**config.mk**
```make
export PLATFORM = sky130hd
export DESIGN_NAME = aofb_queue
export DESIGN_NICKNAME = d
export VERILOG_FILES = /design/src/sv/aofb_pkg.sv /design/src/sv/aofb_queue.sv
export SDC_FILE = /design/constraint.sdc
export NUM_CORES = 1
export LEC_CHECK = 0
export BUFFER_PORTS_ARGS = -buffer_cell sky130_fd_sc_hd__buf_2
export CAP_MARGIN = 20
export CORE_MARGIN = 2
export CORE_UTILIZATION = 40
export DETAILED_ROUTE_END_ITERATION = 8
export PLACE_DENSITY_LB_ADDON = 0.3
export SYNTH_ARGS = -nofsm -noshare
export SYNTH_HDL_FRONTEND = slang
export SYNTH_SLANG_ARGS = --single-unit
```
**constraint.sdc**
```tcl
create_clock -name clk -period 1.68 [get_ports clk]
set_input_delay 0.168 -clock clk [delete_from_list [all_inputs] [get_ports clk]]
set_output_delay 0.168 -clock clk [all_outputs]
set_load 0.02 [all_outputs]
```
**src/sv/aofb_pkg.sv**
```systemverilog
// aofb_pkg: AES S-box, xtime, register indexes and front-to-back request type
// for the AES-128 OFB stream cipher core. No dependencies.
`default_nettype none
package aofb_pkg;

    localparam int unsigned CFG_KEY_HIGH = 0;
    localparam int unsigned CFG_KEY_LOW  = 1;
    localparam int unsigned CFG_IV_HIGH  = 2;
    localparam int unsigned CFG_IV_LOW   = 3;
    localparam int unsigned CFG_IDX_W    = 2;

    typedef struct packed {
        logic [7:0] data_byte;
        logic       restart;
    } req_t;

    function automatic logic [7:0] sbox(input logic [7:0] x);
        logic [7:0] r;
        unique case (x)
            8'h00: r=8'h63; 8'h01: r=8'h7c; 8'h02: r=8'h77; 8'h03: r=8'h7b;
            8'h04: r=8'hf2; 8'h05: r=8'h6b; 8'h06: r=8'h6f; 8'h07: r=8'hc5;
            8'h08: r=8'h30; 8'h09: r=8'h01; 8'h0a: r=8'h67; 8'h0b: r=8'h2b;
            8'h0c: r=8'hfe; 8'h0d: r=8'hd7; 8'h0e: r=8'hab; 8'h0f: r=8'h76;
            8'h10: r=8'hca; 8'h11: r=8'h82; 8'h12: r=8'hc9; 8'h13: r=8'h7d;
            8'h14: r=8'hfa; 8'h15: r=8'h59; 8'h16: r=8'h47; 8'h17: r=8'hf0;
            8'h18: r=8'had; 8'h19: r=8'hd4; 8'h1a: r=8'ha2; 8'h1b: r=8'haf;
            8'h1c: r=8'h9c; 8'h1d: r=8'ha4; 8'h1e: r=8'h72; 8'h1f: r=8'hc0;
            8'h20: r=8'hb7; 8'h21: r=8'hfd; 8'h22: r=8'h93; 8'h23: r=8'h26;
            8'h24: r=8'h36; 8'h25: r=8'h3f; 8'h26: r=8'hf7; 8'h27: r=8'hcc;
            8'h28: r=8'h34; 8'h29: r=8'ha5; 8'h2a: r=8'he5; 8'h2b: r=8'hf1;
            8'h2c: r=8'h71; 8'h2d: r=8'hd8; 8'h2e: r=8'h31; 8'h2f: r=8'h15;
            8'h30: r=8'h04; 8'h31: r=8'hc7; 8'h32: r=8'h23; 8'h33: r=8'hc3;
            8'h34: r=8'h18; 8'h35: r=8'h96; 8'h36: r=8'h05; 8'h37: r=8'h9a;
            8'h38: r=8'h07; 8'h39: r=8'h12; 8'h3a: r=8'h80; 8'h3b: r=8'he2;
            8'h3c: r=8'heb; 8'h3d: r=8'h27; 8'h3e: r=8'hb2; 8'h3f: r=8'h75;
            8'h40: r=8'h09; 8'h41: r=8'h83; 8'h42: r=8'h2c; 8'h43: r=8'h1a;
            8'h44: r=8'h1b; 8'h45: r=8'h6e; 8'h46: r=8'h5a; 8'h47: r=8'ha0;
            8'h48: r=8'h52; 8'h49: r=8'h3b; 8'h4a: r=8'hd6; 8'h4b: r=8'hb3;
            8'h4c: r=8'h29; 8'h4d: r=8'he3; 8'h4e: r=8'h2f; 8'h4f: r=8'h84;
            8'h50: r=8'h53; 8'h51: r=8'hd1; 8'h52: r=8'h00; 8'h53: r=8'hed;
            8'h54: r=8'h20; 8'h55: r=8'hfc; 8'h56: r=8'hb1; 8'h57: r=8'h5b;
            8'h58: r=8'h6a; 8'h59: r=8'hcb; 8'h5a: r=8'hbe; 8'h5b: r=8'h39;
            8'h5c: r=8'h4a; 8'h5d: r=8'h4c; 8'h5e: r=8'h58; 8'h5f: r=8'hcf;
            8'h60: r=8'hd0; 8'h61: r=8'hef; 8'h62: r=8'haa; 8'h63: r=8'hfb;
            8'h64: r=8'h43; 8'h65: r=8'h4d; 8'h66: r=8'h33; 8'h67: r=8'h85;
            8'h68: r=8'h45; 8'h69: r=8'hf9; 8'h6a: r=8'h02; 8'h6b: r=8'h7f;
            8'h6c: r=8'h50; 8'h6d: r=8'h3c; 8'h6e: r=8'h9f; 8'h6f: r=8'ha8;
            8'h70: r=8'h51; 8'h71: r=8'ha3; 8'h72: r=8'h40; 8'h73: r=8'h8f;
            8'h74: r=8'h92; 8'h75: r=8'h9d; 8'h76: r=8'h38; 8'h77: r=8'hf5;
            8'h78: r=8'hbc; 8'h79: r=8'hb6; 8'h7a: r=8'hda; 8'h7b: r=8'h21;
            8'h7c: r=8'h10; 8'h7d: r=8'hff; 8'h7e: r=8'hf3; 8'h7f: r=8'hd2;
            8'h80: r=8'hcd; 8'h81: r=8'h0c; 8'h82: r=8'h13; 8'h83: r=8'hec;
            8'h84: r=8'h5f; 8'h85: r=8'h97; 8'h86: r=8'h44; 8'h87: r=8'h17;
            8'h88: r=8'hc4; 8'h89: r=8'ha7; 8'h8a: r=8'h7e; 8'h8b: r=8'h3d;
            8'h8c: r=8'h64; 8'h8d: r=8'h5d; 8'h8e: r=8'h19; 8'h8f: r=8'h73;
            8'h90: r=8'h60; 8'h91: r=8'h81; 8'h92: r=8'h4f; 8'h93: r=8'hdc;
            8'h94: r=8'h22; 8'h95: r=8'h2a; 8'h96: r=8'h90; 8'h97: r=8'h88;
            8'h98: r=8'h46; 8'h99: r=8'hee; 8'h9a: r=8'hb8; 8'h9b: r=8'h14;
            8'h9c: r=8'hde; 8'h9d: r=8'h5e; 8'h9e: r=8'h0b; 8'h9f: r=8'hdb;
            8'ha0: r=8'he0; 8'ha1: r=8'h32; 8'ha2: r=8'h3a; 8'ha3: r=8'h0a;
            8'ha4: r=8'h49; 8'ha5: r=8'h06; 8'ha6: r=8'h24; 8'ha7: r=8'h5c;
            8'ha8: r=8'hc2; 8'ha9: r=8'hd3; 8'haa: r=8'hac; 8'hab: r=8'h62;
            8'hac: r=8'h91; 8'had: r=8'h95; 8'hae: r=8'he4; 8'haf: r=8'h79;
            8'hb0: r=8'he7; 8'hb1: r=8'hc8; 8'hb2: r=8'h37; 8'hb3: r=8'h6d;
            8'hb4: r=8'h8d; 8'hb5: r=8'hd5; 8'hb6: r=8'h4e; 8'hb7: r=8'ha9;
            8'hb8: r=8'h6c; 8'hb9: r=8'h56; 8'hba: r=8'hf4; 8'hbb: r=8'hea;
            8'hbc: r=8'h65; 8'hbd: r=8'h7a; 8'hbe: r=8'hae; 8'hbf: r=8'h08;
            8'hc0: r=8'hba; 8'hc1: r=8'h78; 8'hc2: r=8'h25; 8'hc3: r=8'h2e;
            8'hc4: r=8'h1c; 8'hc5: r=8'ha6; 8'hc6: r=8'hb4; 8'hc7: r=8'hc6;
            8'hc8: r=8'he8; 8'hc9: r=8'hdd; 8'hca: r=8'h74; 8'hcb: r=8'h1f;
            8'hcc: r=8'h4b; 8'hcd: r=8'hbd; 8'hce: r=8'h8b; 8'hcf: r=8'h8a;
            8'hd0: r=8'h70; 8'hd1: r=8'h3e; 8'hd2: r=8'hb5; 8'hd3: r=8'h66;
            8'hd4: r=8'h48; 8'hd5: r=8'h03; 8'hd6: r=8'hf6; 8'hd7: r=8'h0e;
            8'hd8: r=8'h61; 8'hd9: r=8'h35; 8'hda: r=8'h57; 8'hdb: r=8'hb9;
            8'hdc: r=8'h86; 8'hdd: r=8'hc1; 8'hde: r=8'h1d; 8'hdf: r=8'h9e;
            8'he0: r=8'he1; 8'he1: r=8'hf8; 8'he2: r=8'h98; 8'he3: r=8'h11;
            8'he4: r=8'h69; 8'he5: r=8'hd9; 8'he6: r=8'h8e; 8'he7: r=8'h94;
            8'he8: r=8'h9b; 8'he9: r=8'h1e; 8'hea: r=8'h87; 8'heb: r=8'he9;
            8'hec: r=8'hce; 8'hed: r=8'h55; 8'hee: r=8'h28; 8'hef: r=8'hdf;
            8'hf0: r=8'h8c; 8'hf1: r=8'ha1; 8'hf2: r=8'h89; 8'hf3: r=8'h0d;
            8'hf4: r=8'hbf; 8'hf5: r=8'he6; 8'hf6: r=8'h42; 8'hf7: r=8'h68;
            8'hf8: r=8'h41; 8'hf9: r=8'h99; 8'hfa: r=8'h2d; 8'hfb: r=8'h0f;
            8'hfc: r=8'hb0; 8'hfd: r=8'h54; 8'hfe: r=8'hbb; 8'hff: r=8'h16;
            default: r = 8'h00;
        endcase
        return r;
    endfunction

    function automatic logic [7:0] xtime(input logic [7:0] v);
        return {v[6:0], 1'b0} ^ (v[7] ? 8'h1b : 8'h00);
    endfunction

endpackage
`default_nettype wire

```
**src/sv/aofb_queue.sv**
```systemverilog
// aofb_queue: two-entry request queue between the accepting front and the
// cipher back end. Uses aofb_pkg::req_t.
`default_nettype none
module aofb_queue
(
    input  wire logic          clk,
    input  wire logic          rst_n,
    input  wire logic          in_valid,
    output logic               in_stall,
    input  wire aofb_pkg::req_t in_req,
    output logic               out_valid,
    input  wire logic          out_take,
    output aofb_pkg::req_t     out_req
);
    aofb_pkg::req_t mem_reg [2];
    logic       wp_reg, rp_reg;
    logic [1:0] cnt_reg;
    logic       push, pop;

    assign in_stall  = (cnt_reg == 2'd2);
    assign out_valid = (cnt_reg != 2'd0);
    assign out_req   = mem_reg[rp_reg];
    assign push      = in_valid && !in_stall;
    assign pop       = out_valid && out_take;

    always_ff @(posedge clk)
    begin
        if (push)
        begin
            mem_reg[wp_reg] <= in_req;
        end
    end

    always_ff @(posedge clk or negedge rst_n)
    begin
        if (!rst_n)
        begin
            wp_reg  <= 1'b0;
            rp_reg  <= 1'b0;
            cnt_reg <= 2'd0;
        end
        else
        begin
            if (push) wp_reg <= ~wp_reg;
            if (pop)  rp_reg <= ~rp_reg;
            cnt_reg <= cnt_reg + {1'b0, push} - {1'b0, pop};
        end
    end
endmodule
`default_nettype wire

```
# == After elaboration in Yosys (flattened, before gate mapping) ==
# Memories as Yosys holds them, arrays and structs flattened.
# Index checks and enable logic that the tools add are counted.
# totals
reg_bits,4
mem_bits_rw,18
input_bits,13
memories,1
# classes
n_mux,2
add_sub_neg,2
n_reduce_logical,4
bitwise_logic,2
n_eq_ne,1
# memory_table
memory,words,width,read_ports,rd_clocked_by_memory_dff,wr,line_no,source
mem_reg,2,9,1,0,1,aofb_queue.sv:15,aofb_pkg::req_t mem_reg [2];
# op_table
op,n
2-bit by 1-bit adder with 2-bit output,1
"2-bit equality test, second input constant",1
1-bit logical AND,2
1-bit two-way mux,2
1-bit inverter,2
2-bit nonzero test,1
2-bit by 1-bit subtractor with 2-bit output,1
1-bit logical NOT,1

# == Depth between registers and ports, before layout ==
# Gate-level depths: netlist of run 1.
# logic_depth
ltp_word,5
ltp_mapped,7
mapped_depth_nobuf,7

# == Least setup slack after synthesis of run 1 ==
# Ideal clock, no wire load.
# synth_timing
path_type,register to register
start,register cnt_reg[1]
end,register cnt_reg[1]
arrival_ns,1.543
period_less_slack_ns,1.666
setup_slack_ns,0.014
setup_time_ns,0.123
stages_incl_launch_ff,8
cell_sequence,dfrtp_1 or2_4 and2_4 ha_1 inv_1 ha_1 xnor2_1 xnor2_1
# synth_between
word_cells_on_any_way,7
cone_classes,add/sub: 2; eq/ne: 1; reduce/logical: 4
# synth_lines
element,line_no,source
"start, declared",aofb_queue.sv:17,logic [1:0] cnt_reg;
"start signal, assigned",aofb_queue.sv:46,"cnt_reg <= cnt_reg + {1'b0, push} - {1'b0, pop};"
2-bit nonzero test,aofb_queue.sv:21,assign out_valid = (cnt_reg != 2'd0);
via out_valid,aofb_queue.sv:11,"output logic out_valid,"
1-bit logical AND,aofb_queue.sv:24,assign pop = out_valid && out_take;
via pop,aofb_queue.sv:18,"logic push, pop;"
2-bit by 1-bit subtractor with 2-bit output,aofb_queue.sv:46,
# The timed path passes the listed nets, and every way through them passes these cells.
# A chain may end at the register's enable or synchronous reset.

# == Final worst setup path of run 1 ==
# layout_timing
start,register cnt_reg[0]
end,register cnt_reg[1]
# layout_between
word_cells_on_any_way,7
cone_classes,add/sub: 2; eq/ne: 1; reduce/logical: 4
# layout_lines
element,line_no
2-bit nonzero test,aofb_queue.sv:21
1-bit logical AND,aofb_queue.sv:24
via pop,aofb_queue.sv:18
2-bit by 1-bit subtractor with 2-bit output,aofb_queue.sv:46
# The timed path passes the listed nets, and every way through them passes these cells.

==> results of run 1 <==
## power by group through the flow
stage	Sequential (mW)	Combinational, mW	Clock (mW)
CTS	0.855	0.748	0.243
global placement	0.862	0.729	0
floorplan	0.812	0.541	0
detailed placement	0.866	0.742	0
global route	0.876	0.874	0.262
finish	0.855	0.802	0.234
## worst paths after layout
kind	startpoint	end	slack (ns)	depth (start not counted)
setup / recovery	cnt_reg[0]	cnt_reg[1]	0.04	7
hold / removal	in_req[7]	mem_reg[0][7]	0.05	1
setup reg to reg	cnt_reg[0]	cnt_reg[1]	0.04	7
hold reg to reg	wp_reg	wp_reg	0.52	1
max in group asynchronous	rst_n	rp_reg	1.36	2
min in group asynchronous	rst_n	cnt_reg[0]	0.19	2
## cell families (layout without fill, tap and decap cells)
group | Yosys count | after routing | share of synthesized area
flip-flops | 22 | 22 | 0.7518
multiplexers | 9 | 9 | 0.1189
AND/OR/NAND/NOR | 6 | 6 | 0.04406
XOR/XNOR | 4 | 4 | 0.04112
buffers and inverters | 3 | 36 | 0.01468
adder cells (fa/ha/maj) | 2 | 2 | 0.02936
## critical path, cell delays in order, from the launching register on
cell and delay (ns):
dfrtp_1 0.42, or2_4 0.26, and2_4 0.15, ha_4 0.25
inv_1 0.03, ha_2 0.17, xnor2_2 0.13, xnor2_1 0.13
## synthesized netlist by cell type
| cell | count | area (µm²) |
|---|---|---|
| nand2b_1 | 1 | 6.260 |
| or2_4 | 1 | 8.760 |
| inv_1 | 2 | 7.510 |
| xnor2_1 | 3 | 26.28 |
| buf_2 | 1 | 5.000 |
| and3_1 | 1 | 6.260 |
| dfrtp_1 | 4 | 100.1 |
| and2_4 | 1 | 8.760 |
| xor2_1 | 1 | 8.760 |
| ha_1 | 2 | 25.02 |
| mux2_2 | 9 | 101.4 |
| nand2_1 | 1 | 3.750 |
| nor2_1 | 1 | 3.750 |
| edfxtp_1 | 18 | 540.5 |
## cell type report
| type | count | area [µm²] |
|---|---|---|
| inverters | 2 | 7.507 |
| clock inverters | 1 | 3.754 |
| clock buffers | 3 | 22.52 |
| fillers | 164 | 878.3 |
| multi-input cells | 21 | 224.0 |
| flip-flops and latches | 22 | 641.9 |
| repair buffers | 30 | 170.2 |
| well taps | 27 | 33.78 |
## routing by layer
layer,global-route usage,vias up
met5,0,-
met4,0.06944,0
met3,0.02679,4
met2,0.1864,16
met1,0.1397,238
li1,-,231
## timing repair
action	4_1_cts	5_1_grt
buffers inserted	0	1
setup endpoints to repair	0	10
gates resized for setup	0	5
hold buffers	1	0
endpoints found under the hold margin	4	0
## per-stage QoR
step	cell area (µm²)	setup TNS, ns	util
CTS	1070	0	0.5398
detailed placement	1033	0	0.5215
floorplan	852.1	0	-
global placement	1033	0	0.5215
finish	1104	0	0.5568
global route	1104	-0.05095	0.5568
==> impl_results.md, run 1 <==
* Status: finished clean
* Critical Path Source Type: register
* Vias per cell at 4.613
* Final min period at 1.643 ns
* Setup ws final at 0.03694 ns
* Synth Warn # at 0
* Mapped Area at 852.1 µm²
* Antenna violations before repair at 0
* DRC Markers at 0
* CP required at 1.87 ns
* Worst-path fanout max at 3
* Metal2 WL at 637 µm
* Switching Share at 0.3375
* CTS clk-pin slew, worst paths at 0.11 ns
* H-tree Lvls at 1
* Part of the Yosys area used for sequential elements at 0.7518
* Total congestion overflow at 0
* Crit. End Element: register
* Max_cap viols at 0
* Vias in the first global route at 481
* Finished Layout Cells at 106
* Vert. Die Dim at 50.16 µm
* M1 WL at 544 µm
* Syn_nets at around 60
* Largest net degree at the start of global routing at 13
* Logic pwr share at 0.424
* Die X at 50.16 µm
* Max Fclk at 608.6 MHz
* Port bufs at 23
* CTS Buffer Depth at 2
* All-Layer GR Usage at 0.1154
* GP Congestion at 0.5609
* Row count at 16
* Remaining antenna violation count after routing at 0
* Met3 Wirelength at 66 µm
* Die ar. at roughly 2500 µm²
* Clk sinks at 22
* Nets at 95
* Net Switching at 0.6387 mW
* PwrDens at 1715 nW/µm²
* Pint at 1.254 mW
* Cells after Synth at 46
* Via Count at just under 500
* Core box area at 1982 µm²
* First-pass GRT wire length at between 2 and 2.5 mm
* Static leakage power at 0.4520 nW
* 1st-iter DRT viols at 12
* # IOs at 24
* Clk Latency, worst-skew pair at about 0.30 ns
* Arrival time worst endpoint at 1.84 ns
* Most frequent cells in the layout: buf_2, edfxtp_1, mux2_2, buf_4
* RSZ-0062 raised after global routing: true
* Starting density of the core at 0.4299
* Hpwl dp at 930.8 µm
* Sequential share of power at 0.452
* WHS at between 0.04 and 0.05 ns
* Flip-flop count of the largest register after layout at 18
* Highest routed layer: met4
* Final setup vio count at 0
* HP Class: in2reg
* Hold Violations, Final at 0
* DRT Pass-1 Iters at 2
* Root cell of the clock tree: clkbuf_4
* Final wirelength at approximately 1.3 mm
* Slew headroom at 0.8415
* Max VDD drop at 0.0009392 V
* Final max-slew violation count at 0
* TritonCTS buffer count at 3
* CP Class: reg2reg
* Clock share of power at 0.124
* Antenna diodes at 0
* Synth cell types at 14
* Dpl ws at 0.03054 ns
* Syn_area_per_cell at 18.52 µm²
* Share of cells above drive strength 1 at 0.6076
* Area grow syn2layout at 29.52%
* Overall power after layout at between 1.5 and 2 mW
* Tightest Pin Transition at 0.2377 ns
* Commonest non-fill, non-tap cell in the layout: buf_2
* Final period utilization at 0.9780
* CTS tree: yes
* DP Cell Count at 100
* Yosys reg bits at 22
* Routed WL per cell at 12.02 µm
* Worst clock skew at 0.003762 ns
No activity file was read; power rests on OpenSTA's default activity.
==> run 2: changes to the inputs <==
--- a/config.mk
+++ b/config.mk
@@ -5,12 +5,14 @@
 export SDC_FILE = /design/constraint.sdc
 export NUM_CORES = 1
 export LEC_CHECK = 0
+export ABC_AREA = 1
 export BUFFER_PORTS_ARGS = -buffer_cell sky130_fd_sc_hd__buf_2
 export CAP_MARGIN = 20
 export CORE_MARGIN = 2
 export CORE_UTILIZATION = 40
 export DETAILED_ROUTE_END_ITERATION = 8
 export PLACE_DENSITY_LB_ADDON = 0.3
+export SLEW_MARGIN = 20
 export SYNTH_ARGS = -nofsm -noshare
 export SYNTH_HDL_FRONTEND = slang
 export SYNTH_SLANG_ARGS = --single-unit
==> run 2 against run 1 <==
Compared with the run above:
- final cell count is 27% higher
- wire length is 5.8% higher
- maximum frequency is 5.6% higher
- clock power is 71% higher
- critical path depth is 3 lower
- synthesized cell count is 72% higher
- combinational power is 8.4% lower
- area after synthesis is 4.3% higher
- clock-buffer cell count stayed put
- critical endpoint is now out_req[8]
- first-iteration DRC count is 50% lower
- worst setup slack better by 0.088 ns
==> impl_results.md, run 2 <==
* Mapped Area at 888.4 µm² (+4.3%)
* CP required at 1.51 ns (-0.36 ns)
* # IOs at 24 (unchanged)
* Final wirelength at 1.348 mm (+5.8%)
* Yosys reg bits at 22 (unchanged)
* Antenna violations before repair at 0 (unchanged)
* Dpl ws at 0.2909 ns (+0.2603 ns)
* Tightest Pin Transition at 0.3705 ns (+0.1328 ns)
* Synth top area share at 0.6085 (-0.02591)
* Syn_area_per_cell at 11.24 µm² (-39%)
* Die ar. at 2614 µm² (+3.9%)
* Root cell of the clock tree: clkbuf_4
* Syn_nets at 94 (+54%)
* Area grow syn2layout at 23.52%
* All-Layer GR Usage at 0.1126 (-0.002822)
* Critical Path Source Type: register
* Min-delay src: in_req[6]
* Worst clock skew at 0.0007785 ns (-0.002984 ns)
* Clk Latency, worst-skew pair at 0.31 ns (about the same)
* Synth cell types at 10 (-4)
* Vert. Die Dim at 51.13 µm (+1.9%)
* Met1 GRT Util at 0.1326 (-0.007167)
* Flip-flop count of the largest register after layout at 18 (unchanged)
* Core box area at 2148 µm² (+8.4%)
* RSZ-0062 raised after global routing: false
* Nets at 123 (+29%)
* PwrDens at 1792 nW/µm² (+4.5%)
* Final setup vio count at 0 (unchanged)
* Vias in the first global route at 524 (+8.9%)
* CP Launch Point: rp_reg
* HP Class: in2reg
* Arrival time worst endpoint at 1.39 ns (-0.45 ns)
* Most frequent cells in the layout: nand2_1, buf_2, edfxtp_1, inv_1, dfrtp_1
* GP Congestion at 0.7280 (+30%)
* Share of cells above drive strength 1 at 0.2897 (-0.3179)
* Setup ws final at 0.1247 ns (+0.08775 ns)
* CP Class: reg2out
* DRC Markers at 0 (unchanged)
* Antenna diodes at 0 (unchanged)
* Flop2flop setup slack at 0.28 ns (+0.24 ns)
* Final core occ at 0.5108 (-0.04604)
* Final min period at 1.555 ns (-0.08775 ns)
* Remaining antenna violation count after routing at 0 (unchanged)
* Routed WL per cell at 9.985 µm (-17%)
* CTS tree: yes
* Largest net degree at the start of global routing at 14 (+1)
* Ranking of synthesized cells by area: edfxtp_1, nand2_1, dfrtp_1
* Asr flop ratio synth at 0.1818 (unchanged)
* R2R Path Start: cnt_reg[1]
* Cell taking the most area after synthesis: edfxtp_1
* Max VDD drop at 0.0009986 V (+6.3%)
* Synth Warn # at 0 (unchanged)
* Max_cap viols at 0 (unchanged)
* Via Count at 590 (+21%)
* Vias per cell at 4.370 (-5.3%)
* Post-synth EDFFs at 18 (unchanged)
* Crit. End Element: output pin
* Grt peak-use layer: met2
* Max Fclk at 643.0 MHz (+5.6%)
* Starting density of the core at 0.4135 (-0.01641)
* Row count at 17 (+1)
* Slew headroom at 0.7530 (-0.08856)
* Met2 Use GR at 0.1818 (-0.004585)
* Met3 Usage GRT at 0.02339 (-0.003394)
* DRT Pass-1 Iters at 3 (+1)
* CTS clk-pin slew, worst paths at 0.12 ns (about the same)
* Setup TNS at 0 ns (unchanged)
* TritonCTS buffer count at 3 (unchanged)
* Total congestion overflow at 0 (unchanged)
* Status: finished clean
* Final period utilization at 0.9258 (-0.05223)
* H-tree Lvls at 1 (unchanged)
* First-pass GRT wire length at 2.111 mm (+2.7%)
* Hpwl dp at 970.1 µm (+4.2%)
* Part of the Yosys area used for sequential elements at 0.7211 (-0.03071)
* Static leakage power at 0.5392 nW (+19%)
* Worst-path fanout max at 11 (+8)
* CTS Buffer Depth at 2 (unchanged)
* Port bufs at 23 (unchanged)
* Commonest non-fill, non-tap cell in the layout: nand2_1
* Synth cell count leaders: nand2_1, edfxtp_1, inv_1
* Hold Violations, Final at 0 (unchanged)
* Count leader, synth: nand2_1
* Post-CTS Setup Inserts at 0 (unchanged)
* 1st-iter DRT viols at 6 (-6)
* Most used DFF post-synth: edfxtp_1
* Die X at 51.13 µm (+1.9%)
* Clk sinks at 22 (unchanged)
* Cells after Synth at 79 (+72%)
* Final max-slew violation count at 0 (unchanged)
==> run 2: changes by cell type after synthesis, moves of 2 or more <==
cell,previous run,this run
nand2_1,1,38
mux2_2,9,0
inv_1,2,9
nand3_1,0,3
xnor2_1,3,0
nand2_2,0,2
==> run 2: worst paths after layout <==
check | cells past startpoint | endpoint
worst max register to register | 10 | cnt_reg[1]
min in group asynchronous | 2 | cnt_reg[1]
max in group asynchronous | 2 | wp_reg
worst max-delay path | 4 | out_req[8]
worst min register to register | 2 | wp_reg
worst min-delay path | 1 | mem_reg[0][6]
==> run 2: per-layer routing <==
layer  up-vias  wire [µm]
li1        308          -
met3         5         65
met5         -          0
met1       263        595
met2        14        653
met4         0         34
==> run 2: area by class of cell <==
class | count | area (µm²)
Sequential cell | 22 | 640.6
Tap cell | 28 | 35.03
Fill cell | 194 | 1051
Clock buffer | 3 | 22.52
Clock inverter | 1 | 30.03
Inverter | 10 | 37.54
Multi-Input combinational cell | 46 | 198.9
Timing Repair Buffer | 25 | 132.6
==> run 2: report_power, final <==
part | switching (mW) | total, mW | internal [mW]
registers | 0.0774 | 0.833 | 0.755
clock network | 0.158 | 0.399 | 0.241
logic | 0.498 | 0.735 | 0.236
==> run 2: cells by family after synthesis <==
| family | count (synthesis) | synth area share |
|---|---|---|
| adders and majority gates | 2 | 0.02816 |
| buffers and inverters | 11 | 0.05492 |
| and+or+nand+nor | 44 | 0.1958 |
| DFF | 22 | 0.7211 |
==> run 2: timing repair <==
item	4_1_cts	5_1_grt
hold buffers	1	0
resized for setup	0	0
hold endpoints to repair	4	0
==> run 2: critical path, stage by stage, from the launching register on <==
cell and delay, ns:
dfrtp_1 0.58, inv_2 0.19, nand2_1 0.10, nand2_1 0.06, buf_2 0.16
==> run 2: stage by stage <==
| stage | area, µm² | total power, mW | instances | hold slack, ns |
|---|---|---|---|---|
| final | 1097 | 1.966 | 135 | 0.03818 |
| after detailed placement | 1035 | 1.598 | 130 | -0.01860 |
| after CTS | 1097 | 1.997 | 135 | 0.02903 |
| after global placement | 1035 | 1.583 | 130 | -0.02015 |
| after floorplan | 888.4 | 1.369 | 79 | -0.1276 |
| after global routing | 1097 | 2.093 | 135 | 0.02823 |
==> run 3: changes to the inputs <==
--- a/config.mk
+++ b/config.mk
@@ -10,6 +10,7 @@
 export CAP_MARGIN = 20
 export CORE_MARGIN = 2
 export CORE_UTILIZATION = 40
+export CTS_BUF_LIST = sky130_fd_sc_hd__clkbuf_2
 export DETAILED_ROUTE_END_ITERATION = 8
 export PLACE_DENSITY_LB_ADDON = 0.3
 export SLEW_MARGIN = 20
==> run 3 against run 2 <==
Compared with the run above:
- maximum frequency increased by 1.7%
- non-clock buffer count increased by 5
- first-iteration DRC count increased by 83%
- sequential share of layout area decreased by 2.1 points
- die area unchanged
- global-route usage unchanged
- clock skew increased by 0.0023 ns
- final cell count increased by 3.7%
- wire length increased by 5.4%
- critical endpoint unchanged
- total power decreased by 1.1%
==> impl_results.md, run 3 (synthesis gave the netlist of run 2 again) <==
* Tightest Pin Transition at 0.3687 ns (-0.001805 ns)
* Total congestion overflow at 0 (unchanged)
* Hold Violations, Final at 0 (unchanged)
* Post-placement cell area at 1035 µm² (unchanged)
* Die X at 51.13 µm (unchanged)
* CTS Buffer Depth at 2 (unchanged)
* All-Layer GR Usage at 0.1126 (unchanged)
* CTS tree: yes
* Core box area at 2148 µm² (unchanged)
* Final period utilization at 0.9107 (-0.01510)
* Remaining antenna violation count after routing at 0 (unchanged)
* Routed WL per cell at 10.15 µm (+1.7%)
* Dpl ws at 0.2909 ns (unchanged)
* Final wirelength at 1.421 mm (+5.4%)
* Static leakage power at 0.5576 nW (+3.4%)
* Crit. End Element: output pin
* Final max-slew violation count at 0 (unchanged)
* TritonCTS buffer count at 3 (unchanged)
* Clk Latency, worst-skew pair at 0.33 ns (+0.02 ns)
* Antenna diodes at 0 (unchanged)
* 1st-iter DRT viols at 11 (+5)
* Final min period at 1.530 ns (-0.02536 ns)
* Pint at 1.207 mW (-2.1%)
* Via Count at 610 (+3.4%)
* RSZ-0062 raised after global routing: false
* Final setup vio count at 0 (unchanged)
* Flop2flop setup slack at 0.28 ns (about the same)
* DRT Pass-1 Iters at 3 (unchanged)
* Starting density of the core at 0.4135 (unchanged)
* Port bufs at 23 (unchanged)
* H-tree Lvls at 1 (unchanged)
* Switching Share at 0.3793 (+0.006260)
* Vias per cell at 4.357 (-0.30%)
* Arrival time worst endpoint at 1.36 ns (-0.03 ns)
* Critical Path Source Type: register
* DRC Markers at 0 (unchanged)
* PwrDens at 1704 nW/µm² (-4.9%)
* First-pass GRT wire length at 2.118 mm (+0.33%)
* Most frequent cells in the layout: nand2_1, buf_2, edfxtp_1, inv_1, dlygate4sd3_1
* Max VDD drop at 0.0009596 V (-3.9%)
* CP required at 1.51 ns (about the same)
* Vias in the first global route at 528 (+0.76%)
* Logic pwr share at 0.384 (+0.010)
* Max_cap viols at 0 (unchanged)
* Worst clock skew at 0.003120 ns (+0.002341 ns)
* CTS clk-pin slew, worst paths at 0.20 ns (+0.08 ns)
* GP Congestion at 0.7280 (unchanged)
* Clock share of power at 0.187 (-0.016)
* Hpwl dp at 970.1 µm (unchanged)
* Worst-path fanout max at 11 (unchanged)
* Max Fclk at 653.6 MHz (+1.7%)
* # IOs at 24 (unchanged)
* Setup TNS at 0 ns (unchanged)
* Post-route design area at 1141 µm² (+4.0%)
* Nets at 128 (+4.1%)
* Antenna violations before repair at 0 (unchanged)
* Post-CTS Setup Inserts at 0 (unchanged)
* Commonest non-fill, non-tap cell in the layout: nand2_1
* Area grow syn2layout at 28.45%
* Net Switching at 0.7373 mW (+0.52%)
* Slew headroom at 0.7539 (+0.0009320)
* Flip-flop count of the largest register after layout at 18 (unchanged)
* Vert. Die Dim at 51.13 µm (unchanged)
* Die ar. at 2614 µm² (unchanged)
* Share of cells above drive strength 1 at 0.2857 (-0.004005)
* Clk sinks at 22 (unchanged)
* Status: finished clean
* CP Class: reg2out
* Sequential share of power at 0.429 (+0.006)
* Setup ws final at 0.1500 ns (+0.02536 ns)
* Largest net degree at the start of global routing at 14 (unchanged)
* Row count at 17 (unchanged)
* Root cell of the clock tree: clkbuf_2
* HP Class: in2reg
==> run 3: layout make-up <==
| class | instances | area [µm²] |
|---|---|---|
| multi-input combinational | 46 | 198.9 |
| fill | 190 | 1007 |
| tap | 28 | 35.03 |
| clock buffer | 3 | 15.01 |
| sequential | 22 | 641.9 |
| clock inverter | 1 | 30.03 |
| inverter | 10 | 37.54 |
| timing repair buffer | 30 | 182.7 |
==> run 3: routing by layer <==
| layer | track usage | share of wire |
|---|---|---|
| met5 | 0 | 0 |
| met4 | 0.08108 | 0.023 |
| met3 | 0.01754 | 0.037 |
| met2 | 0.1818 | 0.50 |
| met1 | 0.1365 | 0.44 |
==> run 3: through the flow <==
step	hold WS (ns)	std cells	util	total power [mW]
global route	0.001295	140	0.5312	2.068
CTS	0.0003726	138	0.5213	1.963
floorplan	-0.1276	79	-	1.369
detailed placement	-0.01860	130	0.4817	1.598
finish	0.01288	140	0.5312	1.944
global placement	-0.02015	130	0.4817	1.583
==> run 3: power by group through the flow <==
stage               logic, mW  registers, mW  clock network, mW
floorplan               0.559          0.810                  0
global placement        0.737          0.846                  0
detailed placement      0.748          0.850                  0
CTS                     0.757          0.836              0.370
global route            0.834          0.857              0.378
finish                  0.746          0.834              0.364
==> run 3: repair_timing <==
| action | CTS | global route |
|---|---|---|
| resized for setup | 0 | 1 |
| endpoints found under the setup margin | 0 | 5 |
| endpoints found under the hold margin | 10 | 4 |
| hold buffers | 4 | 2 |
==> run 3: worst paths after layout <==
check / endpoint / from / depth (start not counted)
setup / recovery: out_req[8] / rp_reg / 4
hold / removal: mem_reg[0][0] / in_req[0] / 1
setup reg to reg: cnt_reg[1] / cnt_reg[1] / 10
hold reg to reg: wp_reg / wp_reg / 2
max in group asynchronous: rp_reg / rst_n / 2
min in group asynchronous: rp_reg / rst_n / 2
==> run 3: critical path, stage by stage, from the launching register on <==
cell,delay [ns]
dfrtp_2,0.53
inv_2,0.19
nand2_1,0.08
nand2_1,0.07
buf_2,0.16
